===== config.mk =====
export PLATFORM = sky130hd
export DESIGN_NAME = led_blink_pulse_controller_flat
export DESIGN_NICKNAME = d
export VERILOG_FILES = /design/src/hw/rtl/lbpc_pkg.sv /design/src/hw/rtl/lbpc_if.sv /design/src/hw/rtl/led_blink_pulse_controller.sv /design/src/flat_wrapper.sv
export SDC_FILE = /design/constraint.sdc
export NUM_CORES = 1
export LEC_CHECK = 0
export ABC_AREA = 1
export BUFFER_PORTS_ARGS = -buffer_cell sky130_fd_sc_hd__buf_2
export CAP_MARGIN = 20
export CORE_MARGIN = 2
export CORE_UTILIZATION = 61
export DETAILED_ROUTE_END_ITERATION = 6
export PLACE_DENSITY = 0.81
export SLEW_MARGIN = 20
export SYNTH_ARGS = -nofsm -noshare
export SYNTH_HDL_FRONTEND = slang
export SYNTH_SLANG_ARGS = --single-unit

===== constraint.sdc =====
create_clock -name clock -period 2.4 [get_ports clock]
set_clock_uncertainty 0.05 [all_clocks]
set_input_delay 0.48 -clock clock [delete_from_list [all_inputs] [get_ports clock]]
set_output_delay 0.48 -clock clock [all_outputs]
set_load 0.01 [all_outputs]

===== src/hw/rtl/lbpc_pkg.sv =====
// Shared types, codes and reset constants of the LED blink and pulse controller.
`timescale 1ns / 1ps

package lbpc_pkg;

   localparam int COUNT_WIDTH_DEF  = 16;
   localparam int PERIOD_WIDTH     = 16;
   localparam int CSR_INDEX_WIDTH  = 2;
   localparam int CSR_DATA_WIDTH   = 16;

   localparam logic                    OFF_LEVEL_RST   = 1'b0;
   localparam logic [PERIOD_WIDTH-1:0] SLOW_HALF_RST   = 16'd500;
   localparam logic [PERIOD_WIDTH-1:0] FAST_HALF_RST   = 16'd100;
   localparam logic [PERIOD_WIDTH-1:0] PULSE_LEN_RST   = 16'd1000;

   typedef enum logic [2:0] {
      MODE_IDLE     = 3'd0,
      MODE_STEADY   = 3'd1,
      MODE_SLOW_OFF = 3'd2,
      MODE_SLOW_ON  = 3'd3,
      MODE_FAST_OFF = 3'd4,
      MODE_FAST_ON  = 3'd5,
      MODE_PULSE    = 3'd6
   } mode_type;

   typedef enum logic [1:0] {
      REQ_START = 2'd0,
      REQ_END   = 2'd1,
      REQ_TICK  = 2'd2
   } req_code_type;

   typedef enum logic [1:0] {
      ACT_STEADY = 2'd0,
      ACT_SLOW   = 2'd1,
      ACT_FAST   = 2'd2,
      ACT_PULSE  = 2'd3
   } action_type;

   typedef enum logic [CSR_INDEX_WIDTH-1:0] {
      CSR_OFF_LEVEL = 2'd0,
      CSR_SLOW_HALF = 2'd1,
      CSR_FAST_HALF = 2'd2,
      CSR_PULSE_LEN = 2'd3
   } csr_index_type;

   typedef struct packed {
      logic pin_level;
      logic pulse_done;
   } result_type;

   // Mode in which an action counts as being in its active phase.
   function automatic mode_type active_mode(input logic [1:0] act);
      mode_type m;
      case (act)
         ACT_STEADY: m = MODE_STEADY;
         ACT_SLOW:   m = MODE_SLOW_ON;
         ACT_FAST:   m = MODE_FAST_ON;
         default:    m = MODE_PULSE;
      endcase
      return m;
   endfunction

endpackage


===== src/hw/rtl/lbpc_if.sv =====
// Channel interfaces of the LED blink and pulse controller.
`timescale 1ns / 1ps

interface lbpc_req_if;
   logic       valid;
   logic       ready;
   logic [1:0] req_type;
   logic [1:0] action;

   modport source (output valid, req_type, action, input ready);
   modport sink   (input valid, req_type, action, output ready);
endinterface

interface lbpc_rsp_if;
   logic valid;
   logic ready;
   logic pin_level;
   logic pulse_done;

   modport source (output valid, pin_level, pulse_done, input ready);
   modport sink   (input valid, pin_level, pulse_done, output ready);
endinterface

interface lbpc_csr_if;
   logic                                valid;
   logic                                ready;
   logic [lbpc_pkg::CSR_INDEX_WIDTH-1:0] index;
   logic [lbpc_pkg::CSR_DATA_WIDTH-1:0]  data;

   modport source (output valid, index, data, input ready);
   modport sink   (input valid, index, data, output ready);
endinterface


===== src/hw/rtl/led_blink_pulse_controller.sv =====
// Top level: mode, countdown and pin update with a two-word result buffer.
// A result word is registered in the output stage, or in the skid stage while the
// output word stalls. Throughput: one request word per cycle; the next word is taken
// while a result still waits; input stalls only when two result words are pending.
// Reset (synchronous, active high) clears the mode to idle, countdown and pin to 0,
// empties the result buffer and loads the default register values.
`timescale 1ns / 1ps

module led_blink_pulse_controller #(
   parameter int COUNT_WIDTH = lbpc_pkg::COUNT_WIDTH_DEF
) (
   input  logic        clock,
   input  logic        reset,
   lbpc_req_if.sink    req_chan,
   lbpc_rsp_if.source  rsp_chan,
   lbpc_csr_if.sink    csr_chan
);

   localparam logic [32:0]            CountMax = (33'd1 << COUNT_WIDTH) - 33'd1;
   localparam logic [COUNT_WIDTH-1:0] CountOne = COUNT_WIDTH'(1);

   // Periods above the counter range saturate to its largest value.
   function automatic logic [COUNT_WIDTH-1:0] load_count(
      input logic [lbpc_pkg::PERIOD_WIDTH-1:0] v);
      logic [32:0] wide;
      wide = 33'(v);
      return (wide > CountMax) ? CountMax[COUNT_WIDTH-1:0] : wide[COUNT_WIDTH-1:0];
   endfunction

   logic                                off_level_ff;
   logic [lbpc_pkg::PERIOD_WIDTH-1:0]   slow_half_ff;
   logic [lbpc_pkg::PERIOD_WIDTH-1:0]   fast_half_ff;
   logic [lbpc_pkg::PERIOD_WIDTH-1:0]   pulse_len_ff;

   lbpc_pkg::mode_type                  mode_ff, mode_in;
   logic [COUNT_WIDTH-1:0]              count_ff, count_in;
   logic                                pin_ff, pin_in;
   logic                                done;

   lbpc_pkg::result_type                out_ff, skid_ff, result;
   logic                                out_valid_ff, skid_valid_ff;
   logic                                req_fire, out_take, count_expired;

   assign csr_chan.ready = 1'b1;
   assign req_chan.ready = ~skid_valid_ff;
   assign req_fire       = req_chan.valid & ~skid_valid_ff;
   assign out_take       = out_valid_ff & rsp_chan.ready;
   assign count_expired  = ~(count_ff > CountOne);

   always_ff @(posedge clock) begin
      if (reset) begin
         off_level_ff <= lbpc_pkg::OFF_LEVEL_RST;
         slow_half_ff <= lbpc_pkg::SLOW_HALF_RST;
         fast_half_ff <= lbpc_pkg::FAST_HALF_RST;
         pulse_len_ff <= lbpc_pkg::PULSE_LEN_RST;
      end else if (csr_chan.valid) begin
         case (csr_chan.index)
            lbpc_pkg::CSR_OFF_LEVEL: off_level_ff <= csr_chan.data[0];
            lbpc_pkg::CSR_SLOW_HALF: slow_half_ff <= csr_chan.data;
            lbpc_pkg::CSR_FAST_HALF: fast_half_ff <= csr_chan.data;
            lbpc_pkg::CSR_PULSE_LEN: pulse_len_ff <= csr_chan.data;
            default: ;
         endcase
      end
   end

   // Next mode.
   always_comb begin
      mode_in = mode_ff;
      case (req_chan.req_type)
         lbpc_pkg::REQ_START: begin
            case (req_chan.action)
               lbpc_pkg::ACT_STEADY: mode_in = lbpc_pkg::MODE_STEADY;
               lbpc_pkg::ACT_SLOW:   mode_in = lbpc_pkg::MODE_SLOW_OFF;
               lbpc_pkg::ACT_FAST:   mode_in = lbpc_pkg::MODE_FAST_OFF;
               default:              mode_in = lbpc_pkg::MODE_PULSE;
            endcase
         end
         lbpc_pkg::REQ_END: mode_in = lbpc_pkg::MODE_IDLE;
         lbpc_pkg::REQ_TICK: begin
            if (count_expired) begin
               case (mode_ff)
                  lbpc_pkg::MODE_SLOW_OFF: mode_in = lbpc_pkg::MODE_SLOW_ON;
                  lbpc_pkg::MODE_SLOW_ON:  mode_in = lbpc_pkg::MODE_SLOW_OFF;
                  lbpc_pkg::MODE_FAST_OFF: mode_in = lbpc_pkg::MODE_FAST_ON;
                  lbpc_pkg::MODE_FAST_ON:  mode_in = lbpc_pkg::MODE_FAST_OFF;
                  lbpc_pkg::MODE_PULSE:    mode_in = lbpc_pkg::MODE_IDLE;
                  default:                 mode_in = mode_ff;
               endcase
            end
         end
         default: mode_in = mode_ff;
      endcase
   end

   // Countdown, pin level and done flag.
   always_comb begin
      count_in = count_ff;
      pin_in   = pin_ff;
      done     = 1'b0;
      case (req_chan.req_type)
         lbpc_pkg::REQ_START: begin
            case (req_chan.action)
               lbpc_pkg::ACT_STEADY: pin_in = ~off_level_ff;
               lbpc_pkg::ACT_SLOW:   count_in = load_count(slow_half_ff);
               lbpc_pkg::ACT_FAST:   count_in = load_count(fast_half_ff);
               default: begin
                  pin_in   = ~off_level_ff;
                  count_in = load_count(pulse_len_ff);
               end
            endcase
         end
         lbpc_pkg::REQ_END: begin
            if (mode_ff == lbpc_pkg::active_mode(req_chan.action)) begin
               pin_in = off_level_ff;
            end
         end
         lbpc_pkg::REQ_TICK: begin
            case (mode_ff)
               lbpc_pkg::MODE_SLOW_OFF, lbpc_pkg::MODE_SLOW_ON,
               lbpc_pkg::MODE_FAST_OFF, lbpc_pkg::MODE_FAST_ON,
               lbpc_pkg::MODE_PULSE: begin
                  if (!count_expired) begin
                     count_in = count_ff - CountOne;
                  end else begin
                     case (mode_ff)
                        lbpc_pkg::MODE_SLOW_OFF: begin
                           pin_in   = ~off_level_ff;
                           count_in = load_count(slow_half_ff);
                        end
                        lbpc_pkg::MODE_SLOW_ON: begin
                           pin_in   = off_level_ff;
                           count_in = load_count(slow_half_ff);
                        end
                        lbpc_pkg::MODE_FAST_OFF: begin
                           pin_in   = ~off_level_ff;
                           count_in = load_count(fast_half_ff);
                        end
                        lbpc_pkg::MODE_FAST_ON: begin
                           pin_in   = off_level_ff;
                           count_in = load_count(fast_half_ff);
                        end
                        default: begin
                           pin_in   = off_level_ff;
                           count_in = '0;
                           done     = 1'b1;
                        end
                     endcase
                  end
               end
               default: ;
            endcase
         end
         default: ;
      endcase
   end

   assign result.pin_level  = pin_in;
   assign result.pulse_done = done;

   always_ff @(posedge clock) begin
      if (reset) begin
         mode_ff  <= lbpc_pkg::MODE_IDLE;
         count_ff <= '0;
         pin_ff   <= 1'b0;
      end else if (req_fire) begin
         mode_ff  <= mode_in;
         count_ff <= count_in;
         pin_ff   <= pin_in;
      end
   end

   // Two-word result buffer: a new word lands in the skid stage while the
   // output word is stalled, and moves forward once the output drains.
   always_ff @(posedge clock) begin
      if (reset) begin
         out_valid_ff  <= 1'b0;
         skid_valid_ff <= 1'b0;
      end else if (!out_valid_ff || out_take) begin
         if (skid_valid_ff) begin
            out_valid_ff  <= 1'b1;
            skid_valid_ff <= 1'b0;
         end else begin
            out_valid_ff  <= req_fire;
         end
      end else if (req_fire) begin
         skid_valid_ff <= 1'b1;
      end
   end

   always_ff @(posedge clock) begin
      if (!out_valid_ff || out_take) begin
         out_ff <= skid_valid_ff ? skid_ff : result;
      end
      if (req_fire && out_valid_ff && !out_take) begin
         skid_ff <= result;
      end
   end

   assign rsp_chan.valid      = out_valid_ff;
   assign rsp_chan.pin_level  = out_ff.pin_level;
   assign rsp_chan.pulse_done = out_ff.pulse_done;

endmodule


===== src/flat_wrapper.sv =====
// flat-port wrapper written by rule: the top's interface ports become plain ports
module led_blink_pulse_controller_flat 
#(
   parameter int COUNT_WIDTH = lbpc_pkg::COUNT_WIDTH_DEF
)
  (clock, reset, req_chan_valid, req_chan_req_type, req_chan_action, req_chan_ready, rsp_chan_valid, rsp_chan_pin_level, rsp_chan_pulse_done, rsp_chan_ready, csr_chan_valid, csr_chan_index, csr_chan_data, csr_chan_ready);
  lbpc_req_if req_chan_i ();
  lbpc_rsp_if rsp_chan_i ();
  lbpc_csr_if csr_chan_i ();
  input  logic clock;
  input  logic reset;
  input wire logic [$bits(req_chan_i.valid)-1:0] req_chan_valid;
  input wire logic [$bits(req_chan_i.req_type)-1:0] req_chan_req_type;
  input wire logic [$bits(req_chan_i.action)-1:0] req_chan_action;
  output wire logic [$bits(req_chan_i.ready)-1:0] req_chan_ready;
  output wire logic [$bits(rsp_chan_i.valid)-1:0] rsp_chan_valid;
  output wire logic [$bits(rsp_chan_i.pin_level)-1:0] rsp_chan_pin_level;
  output wire logic [$bits(rsp_chan_i.pulse_done)-1:0] rsp_chan_pulse_done;
  input wire logic [$bits(rsp_chan_i.ready)-1:0] rsp_chan_ready;
  input wire logic [$bits(csr_chan_i.valid)-1:0] csr_chan_valid;
  input wire logic [$bits(csr_chan_i.index)-1:0] csr_chan_index;
  input wire logic [$bits(csr_chan_i.data)-1:0] csr_chan_data;
  output wire logic [$bits(csr_chan_i.ready)-1:0] csr_chan_ready;
  assign req_chan_i.valid = req_chan_valid;
  assign req_chan_i.req_type = req_chan_req_type;
  assign req_chan_i.action = req_chan_action;
  assign req_chan_ready = req_chan_i.ready;
  assign rsp_chan_valid = rsp_chan_i.valid;
  assign rsp_chan_pin_level = rsp_chan_i.pin_level;
  assign rsp_chan_pulse_done = rsp_chan_i.pulse_done;
  assign rsp_chan_i.ready = rsp_chan_ready;
  assign csr_chan_i.valid = csr_chan_valid;
  assign csr_chan_i.index = csr_chan_index;
  assign csr_chan_i.data = csr_chan_data;
  assign csr_chan_ready = csr_chan_i.ready;
  led_blink_pulse_controller #(.COUNT_WIDTH(COUNT_WIDTH)) u_core (.clock(clock), .reset(reset), .req_chan(req_chan_i), .rsp_chan(rsp_chan_i), .csr_chan(csr_chan_i));
endmodule

# --- After elaboration in Yosys (flattened, before gate mapping) ---
# Index checks and enable logic that the tools add are counted.
word_totals:
  register_bits: 75
  latchBits: 0
  ramBits: 0
  rom_bits: 0
  wordCells: 82
  n_memories: 0
classes:
  n_addsub: 1
  n_mul: 0
  n_div: 0
  order_cmp: 1
  n_eq_ne: 17
  n_shift: 0
  mux: 23
  bitwise_logic: 4
  reduce_logical: 23
ops:
  columns: ["op", "n"]
  rows:
  - ["case mux 16 bit (2 select lines)", 2]
  - ["case mux 16 bit (3 select lines)", 1]
  - ["2-to-1 mux 16 bit", 2]
  - ["case mux 3 bit (3 select lines)", 3]
  - ["greater-than comparator 16 x 1 -> 1 bit, second input constant", 1]
  - ["subtractor 16 x 1 -> 16 bit, second input constant", 1]
  - ["case mux 3 bit (5 select lines)", 1]
  - ["2-to-1 mux 1 bit", 10]
  - ["OR reduction 2 bit", 5]
  - ["== test 3 bit, second input constant", 3]
  - ["== test 2 bit, second input constant", 4]
  - ["AND reduction 2 bit", 4]
  - ["AND reduction 4 bit", 2]
  - ["== test 2 x 1 -> 1 bit, second input constant", 3]
  - ["== test 3 x 2 -> 1 bit, second input constant", 2]
  - ["zero test 2 bit", 3]
  - ["2-to-1 mux 3 bit", 2]
  - ["inequality test 6 x 1 -> 1 bit, second input constant", 1]
  - ["OR reduction 5 bit", 1]
  - ["inequality test 2 bit, second input constant", 2]
  - ["OR reduction 4 bit", 1]
  - ["== test 3 bit", 1]
  - ["case mux 1 bit (3 select lines)", 1]
  - ["nonzero test 3 bit", 1]
  - ["other kinds (8)", 12]

# --- Depth between registers and ports, before layout ---
# Gate-level depths: netlist of run 1.
depth:
  word_depth: 7
  ltp_mapped: 13
  ltp_nobuf: 12

# --- Worst setup path after synthesis of run 1 ---
# No wires, ideal clock.
synth_path:
  kind: "input to register"
  from: "input req_chan_action[0]"
  to: "register u_core.out_ff, in the netlist u_core.rsp_chan.pin_level (data pin)"
  setup_time_ns: 0.259
  arrival_time_ns: 1.501
  setup_slack_ns: 0.590
  cell_stages: 13
  n_path_buf: 1
  cell_sequence: "inv_1 ha_1 buf_2 nor2_1 nand2_1 nand2_1 nand3_1 nand2_1 nor2_1 nor2_1 nand2_1 nand2_1 o21ai_1"
synth_between:
  elab_chain_len: 7
synth_lines:
  columns: ["element", "line_no", "source"]
  rows:
  - ["from (decl)", "flat_wrapper.sv:14", "input wire logic [$bits(req_chan_i.action)-1:0] req_chan_action;"]
  - ["== test 2 bit, or another cell as far along", "lbpc_pkg.sv:54, led_blink_pulse_controller.sv:103", null]
  - ["case mux 3 bit (3 select lines)", "lbpc_pkg.sv:54", "case (act)"]
  - ["2-to-1 mux 3 bit", "led_blink_pulse_controller.sv:101", "case (req_chan.req_type)"]
  - ["== test 3 bit", "led_blink_pulse_controller.sv:114", "if (mode_ff == lbpc_pkg::active_mode(req_chan.action)) begin"]
  - ["2-to-1 mux 1 bit", "led_blink_pulse_controller.sv:114", null]
  - ["case mux 1 bit (3 select lines) *", "led_blink_pulse_controller.sv:101", null]
  - ["2-to-1 mux 2 bit *", "led_blink_pulse_controller.sv:193", "out_ff <= skid_valid_ff ? skid_ff : result;"]
  - ["to (signal assigned)", "led_blink_pulse_controller.sv:193", null]
  - ["to (decl)", "led_blink_pulse_controller.sv:40", "lbpc_pkg::result_type out_ff, skid_ff, result;"]
# Every way passes the cells marked *; elsewhere a longest branch is shown, timed or not. The select of a mux whose other input is x is not followed.
# A chain may end at the register's enable or synchronous reset.

# --- Final worst setup path of run 1 ---
layout_path:
  from: "register u_core.mode_ff[1]"
  to: "register u_core.count_ff[8]"
layout_between:
  elab_chain_len: 6
layout_lines:
  columns: ["element", "line_no", "source"]
  rows:
  - ["from (decl)", "led_blink_pulse_controller.sv:35", "lbpc_pkg::mode_type mode_ff, mode_in;"]
  - ["from (signal assigned)", "led_blink_pulse_controller.sv:163", "mode_ff <= lbpc_pkg::MODE_IDLE;"]
  - ["from (signal assigned)", "led_blink_pulse_controller.sv:167", "mode_ff <= mode_in;"]
  - ["== test 3 bit / == test 3 x 2 -> 1 bit (equally long branches)", "led_blink_pulse_controller.sv:119, led_blink_pulse_controller.sv:126", null]
  - ["OR reduction 2 bit (no source line)", null, null]
  - ["case mux 16 bit (2 select lines)", "led_blink_pulse_controller.sv:126", "case (mode_ff)"]
  - ["2-to-1 mux 16 bit", "led_blink_pulse_controller.sv:123", "if (!count_expired) begin"]
  - ["2-to-1 mux 16 bit", "led_blink_pulse_controller.sv:119", "case (mode_ff)"]
  - ["case mux 16 bit (2 select lines)", "led_blink_pulse_controller.sv:101", null]
  - ["to (signal assigned)", "led_blink_pulse_controller.sv:168", "count_ff <= count_in;"]
  - ["to (decl)", "led_blink_pulse_controller.sv:36", "logic [COUNT_WIDTH-1:0] count_ff, count_in;"]
# Parallel ways exist; a longest one is shown, timed or not. The select of a mux whose other input is x is not followed.

==> flow_metrics.py, run 1 <==
metrics = {
    "worst_setup_path": {
        "end_kind": "flop",
        "critPathBufInv": 2,
        "reg2reg_slack_ns": 0.49,
        "crit_path_start_kind": "flop",
        "cp_slowest_cell": "o21ai_4",
        "crit_top_cell": "a21oi_1",
        "r2r_cells": 8,
        "critPathKind": "reg -> reg",
        "cp_max_fo": 17,
        "crit_arrival_ns": 2.15,
        "slowest_delay_ns": 0.38,
        "critical_path_required_ns": 2.64,
        "r2r_start": "u_core.mode_ff[1]",
        "r2r_end": "u_core.count_ff[8]",
        "path_cells": "buf_4, nand2_8, nand3_4, o21ai_4, inv_2, o21ai_0, a21oi_1, a21oi_1",
        "cp_top_family": "compound AO/OA/AOI/OAI gates",
    },
    "floorplanning": {
        "io_pins": 32,
        "dieWidth_um": 89.00,
        "core_area_um2": 6907,
        "start_util_pct": 63.80,
        "die-area_um2": 7920,
        "rows": 30,
        "die_h_um": 89.00,
    },
    "place": {
        "gp_congestion": 1.031,
        "place_hpwl_um": 8220,
        "io_buffer_count": 30,
        "pre_cts_ws_ns": 0.2134,
        "dpl.cell_count": 735,
    },
    "yosys": {
        "syn_nets": 662,
        "synth-edff-count": 4,
        "async_reset_ff_share_pct": 0,
        "avgSynthCellArea_um2": 7.062,
        "synth-main-ff-cell": "dfxtp_1",
        "ys_types": 46,
        "ys_ff_latch": 75,
        "synth_common_cells": "112 x nand2_1, 78 x inv_1, 71 x dfxtp_1, 63 x a21oi_1, 56 x o21ai_0",
        "yosys.area.top_type_share_pct": 32.25,
        "syn_area_um2": 4407,
        "synth_top_cell_by_area": "dfxtp_1",
        "synth_area_leaders": "dfxtp_1 32%, nand2_1 9.5%, a21oi_1 7.2%, inv_1 6.6%, o21ai_0 6.4%",
        "syn_inst": 624,
        "ys_seq_area_share_pct": 34.98,
        "yosysMostFrequentCell": "nand2_1",
        "yosys_warnings": 0,
    },
    "timing": {
        "slew_viol_final": 0,
        "final-setup-viol-count": 0,
        "period_share_pct": 79.58,
        "worst_slack_ns": 0.4900,
        "slew_headroom_pct": 59.11,
        "final.setup.tns_ns": 0,
        "finalHoldViolations": 0,
        "whs_ns": 0.3000,
        "rsz0062_at_grt": "false",
        "clock.fmax_mhz": 523.6,
        "worst_pin_slew_ns": 0.6127,
        "fin_crit_ns": 1.910,
    },
    "grt": {
        "grt_pass1_wl_um": 19370,
        "grt_util_all_layers_pct": 31.42,
        "grt_overflow": 0,
        "grt_pass1_vias": 3986,
        "grt_max_degree": 44,
        "antenna_found_initial": 0,
    },
    "clock_network": {
        "cts_sinks": 75,
        "cts_tree": "yes",
        "post_cts_buffers": 0,
        "post_cts_resized": 0,
        "insertion_delay_ns": 0.36,
        "cts-root-buf": "clkbuf_8",
        "clockBufferDepth": 2,
        "cts-buffers-inserted": 9,
        "cts_max_level": 3,
        "clk_pin_slew_worst_paths_ns": 0.10,
        "hold_buffers": 0,
    },
    "power": {
        "swShare_pct": 35.23,
        "p_leak_uw": 0.002108,
        "comb_power_share_pct": 26.0,
        "ir_drop_v": 0.0004743,
        "pwr-share-seq_pct": 42.5,
        "power_switching_uw": 1149,
        "power.density_nw_per_um2": 672.9,
        "pwr-share-clk_pct": 31.5,
        "p_total_uw": 3262,
        "internal_power_uw": 2113,
    },
    "hold_path": {
        "holdPathStages": 3,
        "worstHoldStart": "csr_chan_data[4]",
        "whs_endpoint": "u_core.slow_half_ff[4]",
        "hold_class": "in -> reg",
    },
    "detailed_routing": {
        "top_layer_used": "met4",
        "vias": 4326,
        "wire_per_inst_um": 15.25,
        "routed_via_density": 5.760,
        "dr.pass1.iters": 6,
        "drt_iter0_markers": 404,
        "postRouteAntennaNets": 0,
        "dr_wl_met3_um": 804,
        "wl_met1_um": 5268,
        "routed_wl_um": 11450,
        "wl_met2_um": 5146,
        "drc": 0,
    },
    "layout": {
        "fillers": 617,
        "finalNonFillerCells": 751,
        "area_growth_pct": 9.994,
        "diodes": 0,
        "fin_nets": 688,
        "drive_above_1_share_pct": 15.73,
    },
    "status": {
        "outcome": "finished, final reports clean",
    },
    "run": {
        "maxCapViolations": 0,
    },
}
## layer usage
metal	global-route usage, %	vias to the layer above
met5	0	-
met4	9.905	0
met3	4.340	23
met2	48.71	185
met1	45.54	1979
li1	-	2139
## power by group through the flow
stage | Combinational [uW] | Sequential, uW | Clock, uW
global route | 944 | 1390 | 1080
finish | 848 | 1390 | 1030
global placement | 805 | 1410 | 0
detailed placement | 825 | 1410 | 0
CTS | 832 | 1380 | 1030
floorplan | 634 | 1400 | 0
## worst max-delay path by stage
stage | from | endpoint | slack (ns) | cells after the start
after global placement | req_chan_req_type[0] | u_core.count_ff[15] | 0.35 | 10
after detailed placement | req_chan_req_type[0] | u_core.count_ff[8] | 0.21 | 10
after global routing | u_core.mode_ff[1] | u_core.count_ff[15] | 0.32 | 9
after floorplan | req_chan_action[0] | u_core.rsp_chan.pin_level | 0.59 | 13
after CTS | u_core.mode_ff[1] | u_core.count_ff[8] | 0.49 | 8
final | u_core.mode_ff[1] | u_core.count_ff[8] | 0.49 | 8
## kinds of logic (layout without fill, tap and decap cells)
kind of cell | after synthesis | count (layout) | synth area share [%]
AO/OA/AOI/OAI | 185 | 185 | 24.30
XOR/XNOR | 5 | 5 | 0.9939
adder cells (fa/ha/maj) | 11 | 11 | 3.123
buffers and inverters | 117 | 148 | 11.16
flip-flops | 75 | 75 | 34.98
other | 1 | 1 | 0.08510
AND/OR/NAND/NOR | 230 | 230 | 25.36
## sequential cells by signal (all words and copies together) (netlist names)
register	flops
u_core.count_ff	16
u_core.fast_half_ff	16
u_core.pulse_len_ff	16
u_core.slow_half_ff	16
u_core.mode_ff	3
u_core.skid_ff	2
u_core.off_level_ff	1
u_core.pin_ff	1
u_core.rsp_chan.pin_level	1
u_core.rsp_chan.pulse_done	1
u_core.rsp_chan.valid	1
u_core.skid_valid_ff	1
## tightest hold or removal path, cell delays in order
cell,delay [ns]
buf_2,0.09
nand2_1,0.05
o211ai_1,0.06
## stage by stage
step	util (%)	cell area, um2
final	70.18	4847
after global routing	70.18	4847
after CTS	70.18	4847
after detailed placement	67.23	4643
after global placement	67.23	4643
after floorplan	-	4407
## final cells by class
class,instances,area (um2),share of cell area [%]
multi-input combinational,432,2374,48.97
sequential,75,1541,31.80
inverter,88,340.3,7.021
timing repair buffer,44,267.8,5.524
clock buffer,9,123.9,2.556
tap,96,120.1,2.478
clock inverter,7,80.08,1.652
## placed cells by master, fill, tap and decap left out, drive strengths merged
cell        n
conb        1
inv        91
a32oi       1
clkinv      1
nor4        1
o221ai      2
a31o        1
bufinv      1
xnor2       3
dfxtp      71
ha         11
nand2     120
o211ai     16
a21oi      63
clkinvlp    2
nand3b      1
buf        44
o22ai      22
nand4       4
o21ai      71
edfxtp      4
o2111ai     4
nand3      33
nor3        5
a31oi       3
nor2       66
clkbuf      9
xor2        2
a22oi       2
(Power assumes the default switching activity.)
==> run 2: changes to the inputs <==
--- a/config.mk
+++ b/config.mk
@@ -9,9 +9,9 @@
 export BUFFER_PORTS_ARGS = -buffer_cell sky130_fd_sc_hd__buf_2
 export CAP_MARGIN = 20
 export CORE_MARGIN = 2
-export CORE_UTILIZATION = 61
+export CORE_UTILIZATION = 55
 export DETAILED_ROUTE_END_ITERATION = 6
-export PLACE_DENSITY = 0.81
+export PLACE_DENSITY = 0.77
 export SLEW_MARGIN = 20
 export SYNTH_ARGS = -nofsm -noshare
 export SYNTH_HDL_FRONTEND = slang
==> constraint.sdc (replaced) <==
create_clock -name clock -period 1.7 [get_ports clock]
set_clock_uncertainty 0.05 [all_clocks]
set_input_delay 0.34 -clock clock [delete_from_list [all_inputs] [get_ports clock]]
set_output_delay 0.34 -clock clock [all_outputs]
set_load 0.01 [all_outputs]
==> run 2 against run 1 <==
The flow now finishes with violations (setup timing). Power grew 48%. Flip-flop and latch count is the same. Count of clock-buffer cells in the layout is the same. Cell count grew 5.5%. Register-to-register slack lost 0.49 ns. Maximum frequency grew 12%. Combinational power grew 70%. Core utilization shrank 1.6 points. Critical path depth grew 3.
==> flow_metrics.py, run 2 (synthesis results as in run 1) <==
metrics = {
    "status": {
        "outcome": "finished with violations",
        "violations": "setup timing",
    },
    "clock_network": {
        "cts_tree": "yes",
        "cts-root-buf": "clkbuf_8",
        "cts-buffers-inserted": 9,
        "hold_buffers": 0,
        "cts_max_level": 3,
        "clk_pin_slew_worst_paths_ns": 0.09,
        "cts_sinks": 75,
        "insertion_delay_ns": 0.35,
        "clockBufferDepth": 2,
    },
    "grt": {
        "grt_overflow": 0,
        "grt_max_degree": 59,
        "antenna_found_initial": 0,
        "grt_pass1_vias": 4109,
        "grt_util_all_layers_pct": 28.26,
        "grt_pass1_wl_um": 19590,
    },
    "detailed_routing": {
        "routed_via_density": 5.581,
        "vias": 4420,
        "postRouteAntennaNets": 0,
        "dr.pass1.iters": 5,
        "drt_iter0_markers": 383,
        "routed_wl_um": 11920,
        "drc": 0,
        "wire_per_inst_um": 15.05,
    },
    "timing": {
        "whs_ns": 0.1800,
        "slew_viol_final": 0,
        "finalHoldViolations": 0,
        "slew_headroom_pct": 58.62,
        "clock.fmax_mhz": 586.7,
        "worst_slack_ns": -0.004573,
        "rsz0062_at_grt": "true",
        "period_share_pct": 100.3,
        "fin_crit_ns": 1.705,
        "worst_pin_slew_ns": 0.6200,
        "final-setup-viol-count": 1,
        "final.setup.tns_ns": -0.004573,
    },
    "layout": {
        "final_cell_mix": "108 x nand2_1, 76 x inv_1, 67 x dfxtp_1",
        "area_growth_pct": 20.22,
        "drive_above_1_share_pct": 22.61,
        "seq_area_um2": 1549,
        "final_common_cell": "nand2_1",
        "fin_nets": 723,
        "fillers": 658,
        "multi_input_area_um2": 2477,
        "diodes": 0,
    },
    "run": {
        "maxCapViolations": 0,
    },
    "power": {
        "internal_power_uw": 3160,
        "power_switching_uw": 1660,
        "pwr-share-seq_pct": 40.7,
        "comb_power_share_pct": 29.9,
        "p_leak_uw": 0.002320,
        "power.density_nw_per_um2": 909.9,
        "ir_drop_v": 0.0006539,
        "swShare_pct": 34.43,
        "pwr-share-clk_pct": 29.5,
    },
    "hold_path": {
        "worstHoldStart": "csr_chan_data[2]",
        "holdPathStages": 3,
        "hold_class": "in -> reg",
        "whs_endpoint": "u_core.fast_half_ff[2]",
    },
    "floorplanning": {
        "dieWidth_um": 93.51,
        "core_area_um2": 7727,
        "rows": 32,
        "io_pins": 32,
        "start_util_pct": 57.03,
        "die_h_um": 93.51,
        "die-area_um2": 8744,
    },
    "worst_setup_path": {
        "r2r_start": "u_core.count_ff[1]",
        "cp_max_fo": 4,
        "r2r_end": "u_core.rsp_chan.pin_level",
        "critPathKind": "reg -> reg",
        "crit_path_start_kind": "flop",
        "end_kind": "flop",
        "crit_arrival_ns": 1.76,
        "reg2reg_slack_ns": -0.005,
        "r2r_cells": 11,
        "critical_path_required_ns": 1.76,
    },
    "place": {
        "io_buffer_count": 30,
        "place_hpwl_um": 8786,
        "gp_congestion": 0.9167,
    },
}
## run 2: cell types whose count changed in the layout (fill, tap and decap cells not counted), sizes merged
cell / delta
clkinv: +1
clkinvlp: -1
buf: +35
## run 2: how the worst max path moves through the flow
stage / depth (start not counted) / end / slack, ns / startpoint
3_3_place_gp: 10 / u_core.rsp_chan.pin_level / -0.15 / req_chan_action[0]
4_1_cts: 11 / u_core.rsp_chan.pin_level / 0.01 / u_core.count_ff[1]
6_report: 11 / u_core.rsp_chan.pin_level / -0.005 / u_core.count_ff[1]
5_1_grt: 11 / u_core.rsp_chan.pin_level / -0.11 / u_core.count_ff[0]
3_5_place_dp: 10 / u_core.rsp_chan.pin_level / -0.19 / req_chan_action[0]
2_1_floorplan: 13 / u_core.rsp_chan.pin_level / 0.03 / req_chan_action[0]
## run 2: metal layers
metal  up-vias  wire, um  global-route usage [%]
met5         -         0                       0
met4         0       199                   8.701
met3        19       814                   4.512
met2       187      5525                   46.46
met1      2014      5382                   38.12
li1       2200         -                       -
## run 2: timing repair
action                     4_1_cts  5_1_grt
pin swaps                        1       13
cloned                           0        0
resized for setup               11       23
buffers inserted                 0        6
setup endpoints to repair       17       16
## run 2: per-stage QoR
stage          setup WS, ns  utilization (%)  std cells  total power (uW)  area, um2
2_1_floorplan       0.03024                -        624              2872       4407
6_report          -0.004573            68.56        792              4820       5298
5_1_grt             -0.1093            68.56        792              5075       5298
3_3_place_gp        -0.1454            63.81        770              3272       4931
4_1_cts            0.009653            67.08        786              4759       5184
3_5_place_dp        -0.1920            63.81        770              3310       4931
## run 2: cell type report
class | count | share of cell area, %
multi-input cells | 432 | 46.76
flip-flops and latches | 75 | 29.24
repair buffers | 79 | 11.20
inverters | 88 | 6.519
well taps | 102 | 2.409
clock buffers | 9 | 2.338
clock inverters | 7 | 1.535
## run 2: power by group through the flow
stage	Sequential, uW	Combinational (uW)	Clock (uW)
3_3_place_gp	1980	1290	0
3_5_place_dp	1990	1320	0
2_1_floorplan	1980	896	0
6_report	1960	1440	1420
5_1_grt	1970	1590	1510
4_1_cts	1950	1360	1440
## run 2: worst max-delay path: stages (launching register included)
cell and delay, ns:
dfxtp_2 0.35, inv_4 0.08, ha_4 0.17, nor2_2 0.04
nor2_1 0.09, nand2_1 0.10, nor2_4 0.20, nand3_2 0.10
nand3_2 0.07, nand2_2 0.05, nand2_2 0.09, o21ai_1 0.07
